[config.mk]
export PLATFORM = sky130hd
export DESIGN_NAME = bsh_mul
export DESIGN_NICKNAME = d
export VERILOG_FILES = /design/src/rtl/bsh_mul.sv
export SDC_FILE = /design/constraint.sdc
export NUM_CORES = 2
export LEC_CHECK = 0
export ABC_AREA = 1
export BUFFER_PORTS_ARGS = -buffer_cell sky130_fd_sc_hd__buf_2
export CORE_MARGIN = 10
export CORE_UTILIZATION = 50
export DETAILED_ROUTE_END_ITERATION = 6
export HOLD_SLACK_MARGIN = 0.12
export PLACE_DENSITY = 0.74
export SLEW_MARGIN = 0
export SYNTH_ARGS = -nofsm -noshare
export SYNTH_HDL_FRONTEND = slang
export SYNTH_SLANG_ARGS = --single-unit
[constraint.sdc]
create_clock -name clk -period 8.1 [get_ports clk]
set_input_delay 0.81 -clock clk [delete_from_list [all_inputs] [get_ports clk]]
set_output_delay 0.81 -clock clk [all_outputs]
set_load 0.02 [all_outputs]
[src/rtl/bsh_mul.sv]
// Registered 32 x 32 unsigned multiplier shared by binning and scaling.
// Depends on nothing.
module bsh_mul (
  input  logic        clk,
  input  logic [31:0] a,
  input  logic [31:0] b,
  output logic [63:0] p
);

  always_ff @(posedge clk) begin
    p <= 64'(a) * 64'(b);
  end

endmodule

After elaboration in Yosys (flattened, before gate mapping)

Index checks and enable logic that the tools add are counted.

Register bits after elaboration: 64
Output and inout port bits: 64

Multiply operators: 1

Operators with widths:

| kind           | count |
|---|---|
| $mul 32x32->64 | 1 |

Logic depth before layout (Yosys ltp)

Depth after elaboration: 1
Depth in mapped cells: 30

Least setup slack after synthesis

OpenSTA, ideal clock, no wires.

Path type: input-to-reg
Start point: input a[25]
End point: register p[60]
Arrival time: 6.512 ns
Path slack: 1.476 ns
Stages: 26
Buffers on the path: 1
Path through: clkbuf_1 > nand2_1 > fa_1 > inv_1 > fa_1 > inv_1 > fa_1 > inv_1 > fa_1 > fa_1 > fa_1 > fa_1 > inv_1 > fa_1 > inv_1 > ha_1 > nand2_1 > nand2_1 > a21oi_1 > nand2_1 > nand2_1 > nand2_1 > a21oi_1 > nand2_1 > nand2_1 > nand2_1

Word-level cells in the longest chain between the ends: 1

RTL lines:

| element                | line | source |
|---|---|---|
| start: declaration     | 5    | `input logic [31:0] a,` |
| $mul 32x32->64         | 11   | `p <= 64'(a) * 64'(b);` |
| end signal: assignment | 11   |  |
| end: declaration       | 7    | `output logic [63:0] p` |

No other way between the ends.

Worst setup path after layout

Start point: input a[14]
End point: register p[32]

Same word-level chain as after synthesis.

==> flow_summary.toml <==
[outcome]
outcome = "finished, final reports clean"

[layout]
seqCellArea_sq_um = 1280
multi_input_area_sq_um = 28900
areaGrowthSynthToFinish_pct = 4.73
largest_reg_flops = 64
largestRegisters = "p (64)"
fin_util_pct = 52.7
layout-drive-gt1-share_pct = 5.04
nets = 6241
fill_cells = 7126
regMostFlops = "p"

[drt]
drtAntennaViolNets = 0
first_iter_violations = 2032
wirelength_microns = 100000
post-route-drc-count = 0
wl_per_cell_microns = 16.8
first_pass_iters = 7
vias = 29700
via_per_inst = 4.96

[sta]
hold_violations = 0
period_minus_slack_ns = 7.37
finalCritPeriodShare_pct = 91.0
worst_slew_pin_slew_ns = 0.898
setup_violations = 0
rsz0062_at_grt = "false"
fin_setup_tns_ns = 0
fin_ws_ns = 0.732
finalMaxSlewViolations = 0
clock.fmax_ghz = 0.136
relSlewSlack_pct = 40.1

[floorplanning]
core_area_sq_um = 74300
io_pins = 129
fp.dieH_microns = 294
start_util_pct = 50.3
dieArea_sq_um = 86100
dieWidth_microns = 294
row_count = 100

[global_routing]
grt_max_degree = 33
antenna_found_initial = 2
overflow = 0
grt_usage_pct = 23.9
grt_pass1_vias = 31400
grt_pass1_wl_microns = 165000

[min_path]
min_path_type = "input port to register"

[yosys]
syn_area_sq_um = 37400
yosysWarningCount = 0
synth_seq_cells = 64
yosysUniqueCellTypes = 23
syn_area_per_cell_sq_um = 7.45
synth_seq_area_share_pct = 3.43
syn_nets = 6247
synth_area_leaders = "fa_1 48%, inv_1 17%, nand2_1 16%"
synth_top_cell_area_share_pct = 48.0
synth_area_leader_cell = "fa_1"
synthCells = 5023

[worst_setup_path]
endpoint = "p[32]"
cp_max_fo = 17
cp_data_required_time_ns = 8.30
cp-end-kind = "register"
cp-start-kind = "input port"
worstPathArrival_ns = 7.56
crit_type = "input port to register"
cp-startpoint = "a[14]"

[cts]
cts_tree = "done"
cts_root_buf = "clkbuf_16"
cts_sinks = 64
ctsLongestPathBuffers = 2
cts_max_level = 3
cts_setup_buffers = 0
clk_pin_slew_ns = 0.07
postCtsResizedCells = 0
hold_buffers = 0
cts_buffers = 9

[placed_design]
dp_hpwl_microns = 86500
routabilityCongestion = 0.947
placement.io_buffers = 128
place_worst_setup_slack_ns = 0.413

[run]
cap_violations = 0
cell usage in the layout (no fill, tap or decap), drive strengths merged, types with 12 or more instances in the layout:
master  netlist  routed
a21oi        43      43
nand4        16      16
nand3        65      65
dfxtp        64      64
xor2         33      33
ha          263     263
inv        1735    1735
nor3         18      18
fa          896     896
o21bai       12      12
buf           0     175
nand2      1581    1581
nor2        101     101
worst min path at each step:
stage / start / end / slack, ns / depth (start not counted)
after floorplan: b[0] / p[0] / 0.91 / 2
after global placement: p[22] / p[22] / 1.23 / 1
after detailed placement: p[2] / p[2] / 1.23 / 1
after CTS: a[0] / p[0] / 1.13 / 4
after global routing: b[0] / p[0] / 1.17 / 4
final: a[0] / p[0] / 1.14 / 4
Yosys cell counts:
| library cell | count |
|---|---|
| a21oi_1 | 43 |
| clkbuf_1 | 192 |
| dfxtp_1 | 64 |
| fa_1 | 896 |
| ha_1 | 263 |
| inv_1 | 1723 |
| inv_2 | 12 |
| nand2_1 | 1566 |
| nand2_2 | 15 |
| nand3_1 | 56 |
| nand3_2 | 9 |
| nand4_1 | 16 |
| nor2_1 | 81 |
| nor2_2 | 14 |
| nor2_4 | 6 |
| nor3_1 | 11 |
| nor3_2 | 6 |
| nor3_4 | 1 |
| o21ai_0 | 2 |
| o21bai_1 | 11 |
| o21bai_2 | 1 |
| xnor2_1 | 2 |
| xor2_1 | 33 |
cell type report:
class | instances | area share (%)
Sequential cell | 64 | 3.27
Antenna cell | 4 | 0.0256
Inverter | 1735 | 16.6
Multi-Input combinational cell | 3032 | 73.7
Timing Repair Buffer | 175 | 2.57
Clock buffer | 10 | 0.610
Tap cell | 969 | 3.10
Clock inverter | 4 | 0.0575
kinds of logic after synthesis:
group | count (synthesis) | share of synthesized area [%]
adder cells (fa/ha/maj) | 1159 | 56.8
XOR/XNOR | 35 | 0.820
flip-flops | 64 | 3.43
AO/OA/AOI/OAI | 57 | 0.853
AND/OR/NAND/NOR | 1781 | 18.8
buffers and inverters | 1927 | 19.3
critical path, cell delays in order:
cell      delay [ns]
buf_2           0.41
buf_4           0.33
nand2_1         0.07
inv_1           0.10
fa_1            0.45
fa_1            0.52
inv_1           0.05
fa_1            0.46
fa_1            0.52
inv_1           0.06
fa_1            0.55
fa_1            0.42
fa_1            0.57
fa_1            0.45
ha_1            0.48
nand2_1         0.17
nor2_1          0.18
inv_2           0.08
nor2_4          0.12
inv_2           0.07
o21bai_2        0.16
inv_1           0.05
nand2_1         0.12
xor2_1          0.35
metrics by stage:
step	area, sq um	hold slack (ns)	std cells
2_1_floorplan	37400	0.908	5023
3_3_place_gp	38900	1.23	5975
3_5_place_dp	38900	1.23	5975
4_1_cts	39200	1.13	5989
5_1_grt	39200	1.17	5991
6_report	39200	1.14	5993
routing by layer:
layer / vias up / part of all wire [%] / track usage [%]
li1: 13600 / - / -
met1: 14800 / 40 / 31.1
met2: 1153 / 50 / 41.6
met3: 183 / 7.3 / 2.91
met4: 0 / 2.8 / 6.59
met5: - / 0 / 0
Power is not shown: default switching activity piles up to over one toggle a cycle in this logic, so the estimate is an artifact.
